==> src/hdl/rrbs_pkg.sv <==
// ----------------------------------------------------------------------------
// rrbs_pkg
// Shared widths, codes and the controller-to-datapath command word for the
// round-robin burst scheduler.
// ----------------------------------------------------------------------------
package rrbs_pkg;

    localparam int SLOTS_DEFAULT = 16;

    localparam int ID_W     = 16;
    localparam int TIME_W   = 16;
    localparam int STATUS_W = 2;

    // action field
    localparam logic ACT_ADD  = 1'b0;
    localparam logic ACT_TICK = 1'b1;

    // status field
    localparam logic [STATUS_W-1:0] STAT_ADDED   = 2'd0;
    localparam logic [STATUS_W-1:0] STAT_REFUSED = 2'd1;
    localparam logic [STATUS_W-1:0] STAT_RAN     = 2'd2;
    localparam logic [STATUS_W-1:0] STAT_IDLE    = 2'd3;

    typedef struct packed {
        logic load;   // capture the input word, read the tables at current slot
        logic exec;   // carry out the add or tick, register the result
    } rrbs_cmd_t;

endpackage

==> src/hdl/rrbs_ctrl.sv <==
// ----------------------------------------------------------------------------
// rrbs_ctrl
// Two-state sequencer: capture a word, then execute it and strobe the result.
// ----------------------------------------------------------------------------
module rrbs_ctrl
    import rrbs_pkg::*;
(
    input  logic      clk,
    input  logic      rst_n,
    input  logic      start,
    output logic      busy,
    output logic      done,
    output rrbs_cmd_t cmd
);

    typedef enum logic {
        S_IDLE,
        S_EXEC
    } state_t;

    state_t state_reg, state_next;
    logic   done_reg, done_next;

    always_comb
    begin
        state_next = state_reg;
        cmd.load   = 1'b0;
        cmd.exec   = 1'b0;
        case (state_reg)
            S_IDLE:
            begin
                if (start)
                begin
                    cmd.load   = 1'b1;
                    state_next = S_EXEC;
                end
            end
            S_EXEC:
            begin
                cmd.exec   = 1'b1;
                state_next = S_IDLE;
            end
            default:
            begin
                state_next = S_IDLE;
            end
        endcase
        done_next = cmd.exec;
    end

    always_ff @(posedge clk or negedge rst_n)
    begin
        if (!rst_n)
        begin
            state_reg <= S_IDLE;
            done_reg  <= 1'b0;
        end
        else
        begin
            state_reg <= state_next;
            done_reg  <= done_next;
        end
    end

    assign busy = (state_reg != S_IDLE);
    assign done = done_reg;

endmodule

==> src/hdl/rrbs_datapath.sv <==
// ----------------------------------------------------------------------------
// rrbs_datapath
// Slot tables, live mask, pointers, next-live search and result registers.
// ----------------------------------------------------------------------------
module rrbs_datapath
    import rrbs_pkg::*;
#(
    parameter int SLOTS = SLOTS_DEFAULT
)
(
    input  logic                clk,
    input  logic                rst_n,
    input  rrbs_cmd_t           cmd,
    input  logic                action,
    input  logic [ID_W-1:0]     proc_id,
    input  logic [TIME_W-1:0]   burst_time,
    output logic [STATUS_W-1:0] status,
    output logic [ID_W-1:0]     run_id,
    output logic [TIME_W-1:0]   time_left,
    output logic                finished,
    output logic                now_empty
);

    localparam int IDX_W = $clog2(SLOTS);
    localparam int CNT_W = $clog2(SLOTS + 1);
    localparam logic [IDX_W-1:0] LAST = IDX_W'(SLOTS - 1);

    // one-hot to index: each index bit is an OR over the positions carrying it
    function automatic logic [IDX_W-1:0] onehot_idx(input logic [SLOTS-1:0] oh);
        logic [IDX_W-1:0] idx;
        idx = '0;
        for (int b = 0; b < IDX_W; b++)
        begin
            for (int i = 0; i < SLOTS; i++)
            begin
                if (((i >> b) & 1) == 1)
                begin
                    idx[b] = idx[b] | oh[i];
                end
            end
        end
        return idx;
    endfunction

    // tables
    logic [ID_W-1:0]   id_mem   [SLOTS];
    logic [TIME_W-1:0] time_mem [SLOTS];
    logic [ID_W-1:0]   rd_id_reg;
    logic [TIME_W-1:0] rd_time_reg;

    // captured input word
    logic              action_reg;
    logic [ID_W-1:0]   id_in_reg;
    logic [TIME_W-1:0] burst_in_reg;

    // control state
    logic [SLOTS-1:0]  live_reg, live_next;
    logic [IDX_W-1:0]  cur_reg, cur_next;
    logic [IDX_W-1:0]  tail_reg, tail_next;
    logic [CNT_W-1:0]  cnt_reg, cnt_next;

    // result
    logic [STATUS_W-1:0] status_reg, status_next;
    logic [ID_W-1:0]     run_id_reg, run_id_next;
    logic [TIME_W-1:0]   left_reg, left_next;
    logic                fin_reg, fin_next;
    logic                empty_reg;

    // table write port
    logic              id_we, time_we;
    logic [IDX_W-1:0]  wr_addr;
    logic [TIME_W-1:0] time_wdata;

    // tick path
    logic [TIME_W-1:0] t_dec;
    logic              t_zero;
    logic              can_run;
    logic [SLOTS-1:0]  cur_bit, tail_bit;
    logic [SLOTS-1:0]  live_after;
    logic [SLOTS-1:0]  le_mask, hi_cand, wrap_cand, cand, pick;

    assign cur_bit  = SLOTS'(1) << cur_reg;
    assign tail_bit = SLOTS'(1) << tail_reg;

    assign t_dec   = (rd_time_reg != '0) ? rd_time_reg - TIME_W'(1) : '0;
    assign t_zero  = (t_dec == '0);
    assign can_run = (cnt_reg != '0) && live_reg[cur_reg];

    // search order after current: slots above it first, then wrap round to
    // slot zero up to and including current itself
    assign live_after = (can_run && t_zero) ? (live_reg & ~cur_bit) : live_reg;
    assign le_mask    = {SLOTS{1'b1}} >> (LAST - cur_reg);
    assign hi_cand    = live_after & ~le_mask;
    assign wrap_cand  = live_after & le_mask;
    assign cand       = (|hi_cand) ? hi_cand : wrap_cand;
    assign pick       = cand & (~cand + SLOTS'(1));

    always_comb
    begin
        live_next   = live_reg;
        cur_next    = cur_reg;
        tail_next   = tail_reg;
        cnt_next    = cnt_reg;
        status_next = STAT_IDLE;
        run_id_next = '0;
        left_next   = '0;
        fin_next    = 1'b0;
        id_we       = 1'b0;
        time_we     = 1'b0;
        wr_addr     = tail_reg;
        time_wdata  = burst_in_reg;

        if (action_reg == ACT_ADD)
        begin
            if (live_reg[tail_reg])
            begin
                status_next = STAT_REFUSED;
            end
            else
            begin
                status_next = STAT_ADDED;
                id_we       = cmd.exec;
                time_we     = cmd.exec;
                live_next   = live_reg | tail_bit;
                if (cnt_reg == '0)
                begin
                    cur_next = tail_reg;
                end
                cnt_next  = cnt_reg + CNT_W'(1);
                tail_next = (tail_reg == LAST) ? '0 : tail_reg + IDX_W'(1);
            end
        end
        else if (can_run)
        begin
            status_next = STAT_RAN;
            run_id_next = rd_id_reg;
            left_next   = t_dec;
            fin_next    = t_zero;
            time_we     = cmd.exec;
            wr_addr     = cur_reg;
            time_wdata  = t_dec;
            live_next   = live_after;
            cnt_next    = t_zero ? cnt_reg - CNT_W'(1) : cnt_reg;
            if (|cand)
            begin
                cur_next = onehot_idx(pick);
            end
        end
    end

    // tables: one write port, one registered read at current slot
    always_ff @(posedge clk)
    begin
        if (id_we)
        begin
            id_mem[wr_addr] <= id_in_reg;
        end
        if (time_we)
        begin
            time_mem[wr_addr] <= time_wdata;
        end
        if (cmd.load)
        begin
            rd_id_reg   <= id_mem[cur_reg];
            rd_time_reg <= time_mem[cur_reg];
        end
    end

    always_ff @(posedge clk)
    begin
        if (cmd.load)
        begin
            action_reg   <= action;
            id_in_reg    <= proc_id;
            burst_in_reg <= burst_time;
        end
        if (cmd.exec)
        begin
            status_reg <= status_next;
            run_id_reg <= run_id_next;
            left_reg   <= left_next;
            fin_reg    <= fin_next;
            empty_reg  <= (cnt_next == '0);
        end
    end

    always_ff @(posedge clk or negedge rst_n)
    begin
        if (!rst_n)
        begin
            live_reg <= '0;
            cur_reg  <= '0;
            tail_reg <= '0;
            cnt_reg  <= '0;
        end
        else if (cmd.exec)
        begin
            live_reg <= live_next;
            cur_reg  <= cur_next;
            tail_reg <= tail_next;
            cnt_reg  <= cnt_next;
        end
    end

    assign status    = status_reg;
    assign run_id    = run_id_reg;
    assign time_left = left_reg;
    assign finished  = fin_reg;
    assign now_empty = empty_reg;

endmodule

==> src/hdl/round_robin_burst_scheduler.sv <==
// ----------------------------------------------------------------------------
// round_robin_burst_scheduler
// Round-robin scheduler, quantum of one tick, over a circular slot table.
//
//   channel  | signals                                   | handshake
//   ---------+-------------------------------------------+----------------------
//   command  | action, proc_id, burst_time               | start high, busy low
//   result   | status, run_id, time_left, finished,      | done high for one
//            | now_empty                                 | cycle, no back-pressure
//
// For every word, the accept edge captures it and reads the tables at the
// current slot; the next edge writes back, moves the pointers and registers
// the result. done is high in the cycle after, with busy low, so the next
// word is taken at the edge that ends it; busy holds off a new word until
// then. Reset clears the live mask, pointers and count; the tables are not
// cleared, as only live entries are ever used. The receiver cannot stall.
// ----------------------------------------------------------------------------
module round_robin_burst_scheduler
    import rrbs_pkg::*;
#(
    parameter int SLOTS = SLOTS_DEFAULT
)
(
    input  logic                clk,
    input  logic                rst_n,
    input  logic                start,
    output logic                busy,
    input  logic                action,
    input  logic [ID_W-1:0]     proc_id,
    input  logic [TIME_W-1:0]   burst_time,
    output logic                done,
    output logic [STATUS_W-1:0] status,
    output logic [ID_W-1:0]     run_id,
    output logic [TIME_W-1:0]   time_left,
    output logic                finished,
    output logic                now_empty
);

    rrbs_cmd_t cmd;

    // sequencer: idle / execute
    rrbs_ctrl u_ctrl (
        .clk   (clk),
        .rst_n (rst_n),
        .start (start),
        .busy  (busy),
        .done  (done),
        .cmd   (cmd)
    );

    // tables, live mask, pointers and the next-live search
    rrbs_datapath #(
        .SLOTS (SLOTS)
    ) u_datapath (
        .clk        (clk),
        .rst_n      (rst_n),
        .cmd        (cmd),
        .action     (action),
        .proc_id    (proc_id),
        .burst_time (burst_time),
        .status     (status),
        .run_id     (run_id),
        .time_left  (time_left),
        .finished   (finished),
        .now_empty  (now_empty)
    );

endmodule

==> config.mk <==
export PLATFORM = sky130hd
export DESIGN_NAME = round_robin_burst_scheduler
export DESIGN_NICKNAME = d
export VERILOG_FILES = /design/src/hdl/rrbs_pkg.sv /design/src/hdl/rrbs_ctrl.sv /design/src/hdl/rrbs_datapath.sv /design/src/hdl/round_robin_burst_scheduler.sv
export SDC_FILE = /design/constraint.sdc
export NUM_CORES = 1
export LEC_CHECK = 0
export BUFFER_PORTS_ARGS = -buffer_cell sky130_fd_sc_hd__buf_4
export CORE_UTILIZATION = 50
export DETAILED_ROUTE_END_ITERATION = 8
export PLACE_DENSITY = 0.8
export SYNTH_ARGS = -nofsm -noshare
export SYNTH_HDL_FRONTEND = slang
export SYNTH_HIERARCHICAL = 1
export SYNTH_SLANG_ARGS = --single-unit
==> constraint.sdc <==
create_clock -name clk -period 4 [get_ports clk]
set_clock_uncertainty 0.1 [all_clocks]
set_input_delay 0.6 -clock clk [delete_from_list [all_inputs] [get_ports clk]]
set_output_delay 0.6 -clock clk [all_outputs]
set_load 0.01 [all_outputs]
# Yosys cells after proc, flatten, opt, wreduce, memory -nomap -nowiden
# Memory sizes are Yosys's and may differ from the RTL's. A register that Yosys moved wholly into a read port is not among the register bits.
# Cells that the tools add are included.
# word_totals
out_inout_bits	38
memories	2
register_bits	100
word_cells	207
ram_bits	512
inputBits	36
# memory_table
memory	words	width	rd	rd_ports_with_merged_regs	write_ports	line_no	source
u_datapath.id_mem	16	16	1	1	1	rrbs_datapath.sv:46	logic [ID_W-1:0] id_mem [SLOTS];
u_datapath.time_mem	16	16	1	1	1	rrbs_datapath.sv:47	logic [TIME_W-1:0] time_mem [SLOTS];
# op_classes
reduce_logical	14
bitwise	39
add_sub_neg	6
eq_ne	4
magnitude_cmp	2
n_shift	3
muxes	123
# op_table
operator	n
$mux 16	8
$mux 1	99
$and 16x16->16	4
$not 16->16	3
$mux 4	8
$reduce_or 16->1	2
$shl 1x4->16 const A	2
$or 1x1->1	28
$mux 5	4
$add 16x1->16 const B	1
$logic_not 16->1	1
$or 16x16->16	1
$reduce_bool 16->1	1
$shr 16x4->16 const A	1
$sub 16x1->16 const B	1
$logic_not 5->1	2
$lt 4x5->1 const B	2
$bmux 1 s4	2
$reduce_and 3->1	2
$add 5x1->5 const B	1
$reduce_and 5->1	1
$reduce_bool 5->1	1
$sub 5x1->5 const B	1
$add 4x1->4 const B	1
other kinds (10)	14

# Longest topological paths before layout
# logic_depth
word_depth	42
mapped_depth	13
depth_no_buf	12

# Cells and area by module
# The synthesis kept the hierarchy.
# by_module_without_submodules
module	instances	seq_area_each_um2	area_per_inst_um2	cells_per_inst
rrbs_datapath	1	19133.4	25882.3	1308
rrbs_ctrl	1	50.0	78.8	5

# Worst setup path after synthesis
# Ideal clock, no wire load.
# synth_path
path_kind	flip-flop to flip-flop
startpoint	reg u_datapath.tail_reg[0]
endpoint	mem u_datapath.id_mem[10][0] (enable)
stages_incl_launch_ff	9
setup_ns	0.409
period_less_slack_ns	4.115
required_time_ns	3.491
slack_ns	-0.115
path_buffers	3
arrival_time_ns	3.605
path_cell_list	dfrtp_1 -> buf_6 -> mux4_2 -> mux4_2 -> nor2_1 -> nand2_1 -> clkbuf_1 -> clkbuf_1 -> nor3_1
# synth_between
elab_chain_len	6
elab_cells_between_ends	8
cone_classes	mux (8)
# synth_lines
element	line_no	source
from (decl)	rrbs_datapath.sv:59	logic [IDX_W-1:0] tail_reg, tail_next;
from (signal assigned)	rrbs_datapath.sv:200	tail_reg <= tail_next;
$bmux 1 s4	rrbs_datapath.sv:115	if (live_reg[tail_reg])
$mux 1 (implied by the code)	rrbs_datapath.sv:115	
$mux 1	rrbs_datapath.sv:115	
$mux 1	rrbs_datapath.sv:113	if (action_reg == ACT_ADD)
$mux 1	rrbs_datapath.sv:154	if (id_we)
$mux 1 (implied by the code)	rrbs_datapath.sv:156	id_mem[wr_addr] <= id_in_reg;
to (decl)	rrbs_datapath.sv:46	
# Several ways; a longest one is shown, not always the timed one. The select of a mux whose other input is x is not followed.

# Worst setup path after layout
# layout_path
startpoint	reg u_datapath.cur_reg[0]
endpoint	mem u_datapath.id_mem[1][11] (enable)
# layout_between
elab_chain_len	5
# layout_lines
element	line_no	source
from (decl)	rrbs_datapath.sv:58	logic [IDX_W-1:0] cur_reg, cur_next;
from (signal assigned)	rrbs_datapath.sv:199	cur_reg <= cur_next;
$bmux 1 s4	rrbs_datapath.sv:87	assign can_run = (cnt_reg != '0) && live_reg[cur_reg];
$mux 1 (implied by the code)	rrbs_datapath.sv:87	
$logic_and 1x1->1	rrbs_datapath.sv:87	
$mux 4 *	rrbs_datapath.sv:133	else if (can_run)
$mux 4 *	rrbs_datapath.sv:113	
# Every way passes the cells marked *; elsewhere a longest branch is shown, timed or not. The select of a mux whose other input is x is not followed.

==> summary.txt <==
Detailed routing
  • WL met3: about 6500 µm
  • DR DRC count: 0
  • Top Layer Used: met4
  • Antenna Nets Post-Route: 0
  • DR vias: approximately 14000
  • Initial DRC Count: about 1700
  • WL/cell: between 30 and 40 µm
  • WL met2: around 33000 µm
  • Total routed wirelength: 67400 µm
  • Met1 WL: roughly 25000 µm
  • Total iterations of the first detailed-routing run: 6
  • Routed vias/inst: between 6 and 7

Timing
  • Final setup fails: 0
  • Final hold vios: 0
  • Worst-Margin Slew: around 1.2 ns
  • Smallest hold slack: 0.0416 ns
  • Slew Limit Fails: 0
  • Post-Route Setup TNS: 0 ns
  • Max frequency: around 260 MHz
  • Crit share post-route: 0.949
  • Unrepaired setup endpoints after global routing: false
  • Post-layout min period: around 3.8 ns
  • Slew HR: 0.218

GRT
  • Gr usage total: 0.258
  • Total grt overflow: 0
  • Vias in the first global route: between 10000 and 15000
  • Pin count of the biggest net entering global routing: slightly below 80
  • Global-route wire length before repair: 98400 µm
  • Initial antenna violation count: 2

Critical path
  • R2R Setup Slk: around 0.20 ns
  • Crit path to: u_datapath/id_mem[1][11]
  • Worst path arrival time: between 4 and 5 ns
  • Worst Setup SP: u_datapath/cur_reg[0]
  • RR Endpoint: u_datapath/id_mem[1][11]
  • CP Class: register to register
  • Reg2reg path depth: 10
  • R2r startpoint: u_datapath/cur_reg[0]
  • Startpoint types: register
  • CP Max Fanout: 23
  • Worst Path Required: about 4.2 ns
  • Critical Path Sink Type: register

Synth
  • Distinct cells, synth: between 70 and 80
  • Syn_nets: approximately 1400
  • Mux contribution to synthesized area: 0.151
  • Synth Instances: between 1000 and 1500
  • Post-synthesis sequential area ratio: 0.739
  • Simple-gate share of the synthesized area: 0.0477
  • Synthesis-stage register bit count: roughly 640
  • Main combinational cell family by area after synthesis: multiplexers
  • Syn Area/Cell: roughly 20 µm²
  • Xor/xnor cell area share of the yosys netlist: 0.00506
  • Synth Area in Adders: 0.00434
  • Number of warnings issued by yosys: 6
  • Synthesized area: roughly 26000 µm²
  • EDFF count, synth: 613
  • Synth async-reset ratio: 0.0481
  • Primary FF master, synth: edfxtp_1
  • Synth Area in Compound Gates: 0.0393

Placed design
  • Post-Place Cell Area: between 20000 and 30000 µm²
  • Final HPWL DP: about 38000 µm
  • Number of port buffers: 73
  • Final GP Congestion: about 0.96

Power and ir drop
  • Leakage Power: between 9 and 10 nW
  • PwrDens: a little over 700 nW/µm²
  • Clock share of power: 0.278
  • Tot Pwr: 21.7 mW
  • Combinational share of power: 0.313
  • Max VDD drop: around 0.43 mV
  • Power Internal: 14.8 mW
  • Flop pwr share: 0.409
  • Switching part of the total: 0.317
  • Switching power of the nets: roughly 6.9 mW

Clock tree
  • H-Tree Depth: 2
  • # clock sinks: about 640
  • Clock Path Buffers: 3
  • TritonCTS clock tree: done
  • Latest clock arrival within the worst-skew pair: ~0.63 ns
  • Clk pin slew, worst setup/hold paths: roughly 0.070 ns
  • CTS Buf Count: 60
  • CTS root buffer: clkbuf_16
  • # Post-CTS Setup Buffers: 0

Layout
  • Top flop regs: u_datapath/id_mem: 256 flops, u_datapath/time_mem: 256 flops
  • Nets: 1525
  • Register cell area after layout: 19200 µm²
  • Area Overhead vs Synth: 16.4%
  • Share of cells above drive strength 1: 0.331
  • Final Instance Area: approximately 30000 µm²
  • Area of the multi-input gates: about 6600 µm²
  • Fill cells: 3543

Floorplan
  • DIE HEIGHT: about 230 µm
  • Core footprint: approximately 51000 µm²
  • Rows: a little over 80
  • Top Ports: 74
  • Die area: around 53000 µm²
  • Die Wd: about 230 µm
  • Initial Utilization: 0.506

Flow run
  • Max-cap violation count: 0

Min path
  • Worst min path class: input pin to register

Status
  • Outcome: completed
## layer usage
layer / global-route usage / vias up
met4: 0.0873 / 0
met3: 0.0501 / 138
met2: 0.422 / 954
met5: 0 / -
met1: 0.348 / 7377
li1: - / 5789
## synthesized netlist by cell type (10+ instances only)
master,n,area share
nor2_1,73,0.011
nor3_1,30,0.0058
xnor2_1,10,0.0034
nand2_1,33,0.0048
o21ai_0,23,0.0044
edfxtp_1,613,0.71
clkbuf_1,51,0.0074
inv_1,11,0.0016
a31oi_1,15,0.0036
dfrtp_1,31,0.030
a21oi_1,24,0.0046
a21o_1,18,0.0052
nand3_1,17,0.0033
and3_1,22,0.0053
mux4_2,169,0.15
## critical path: stages, from the launching register on
cell and delay [ns]:
dfrtp_4 0.60, mux4_2 0.53, mux2i_1 0.25, mux2i_1 0.12, buf_4 0.18, nand2_1 0.15
nor2_1 0.09, buf_4 0.17, a21oi_1 0.88, nor3_2 0.12, buf_4 0.30
## layout by cell type (no fill, tap or decap), types with 23 or more instances in the layout
master and count:
mux4_2 169, nor2_2 24, clkbuf_16 60, edfxtp_1 613
nand2_1 33, buf_4 159, o21ai_0 23, dfrtp_1 27
nor2_1 49, a21oi_1 23
## area by class of cell
cell class                      count  share of cell area
Antenna cell                        1           0.0000828
Clock buffer                       64              0.0502
Clock inverter                     48              0.0192
Inverter                           13             0.00161
Multi-Input combinational cell    588               0.217
Sequential cell                   644               0.635
Tap cell                          680              0.0281
Timing Repair Buffer              173              0.0484
## logic make-up after synthesis
logic type | count (synthesis)
multiplexers | 181
AO/OA/AOI/OAI | 142
adder cells (fa/ha/maj) | 9
AND/OR/NAND/NOR | 241
buffers and inverters | 81
flip-flops | 644
XOR/XNOR | 15
## worst min path at each step
stage / from / to / slack (ns) / cells past startpoint
2_1_floorplan: rst_n / u_ctrl/busy / 0.20 / 0
4_1_cts: burst_time[3] / u_datapath/burst_in_reg[3] / 0.02 / 1
3_3_place_gp: u_datapath/cnt_reg[0] / u_datapath/cnt_reg[0] / 0.42 / 1
5_1_grt: burst_time[6] / u_datapath/burst_in_reg[6] / 0.02 / 1
3_5_place_dp: u_datapath/cnt_reg[0] / u_datapath/cnt_reg[0] / 0.44 / 1
6_report: burst_time[3] / u_datapath/burst_in_reg[3] / 0.04 / 1
## power by group through the flow
stage	clock network (mW)	logic (mW)	registers, mW
5_1_grt	6.35	7.13	8.94
4_1_cts	6.11	6.72	8.88
3_5_place_dp	0	6.59	9.00
2_1_floorplan	0	4.31	8.81
3_3_place_gp	0	6.54	8.98
6_report	6.04	6.79	8.90
## through the flow
step	std cells	setup WS [ns]	utilization
finish	2211	0.203	0.589
detailed placement	2097	0.0780	0.547
floorplan	1313	-0.115	-
global placement	2097	0.000601	0.547
global route	2210	0.0210	0.589
CTS	2210	0.0559	0.588
## what timing repair did
| item | 4_1_cts | 5_1_grt |
|---|---|---|
| gates resized for setup | 0 | 9 |
| endpoints found under the hold margin | 31 | 0 |
| hold buffers | 1 | 0 |
| setup endpoints to repair | 0 | 36 |
Power figures use the tool's default switching activity.
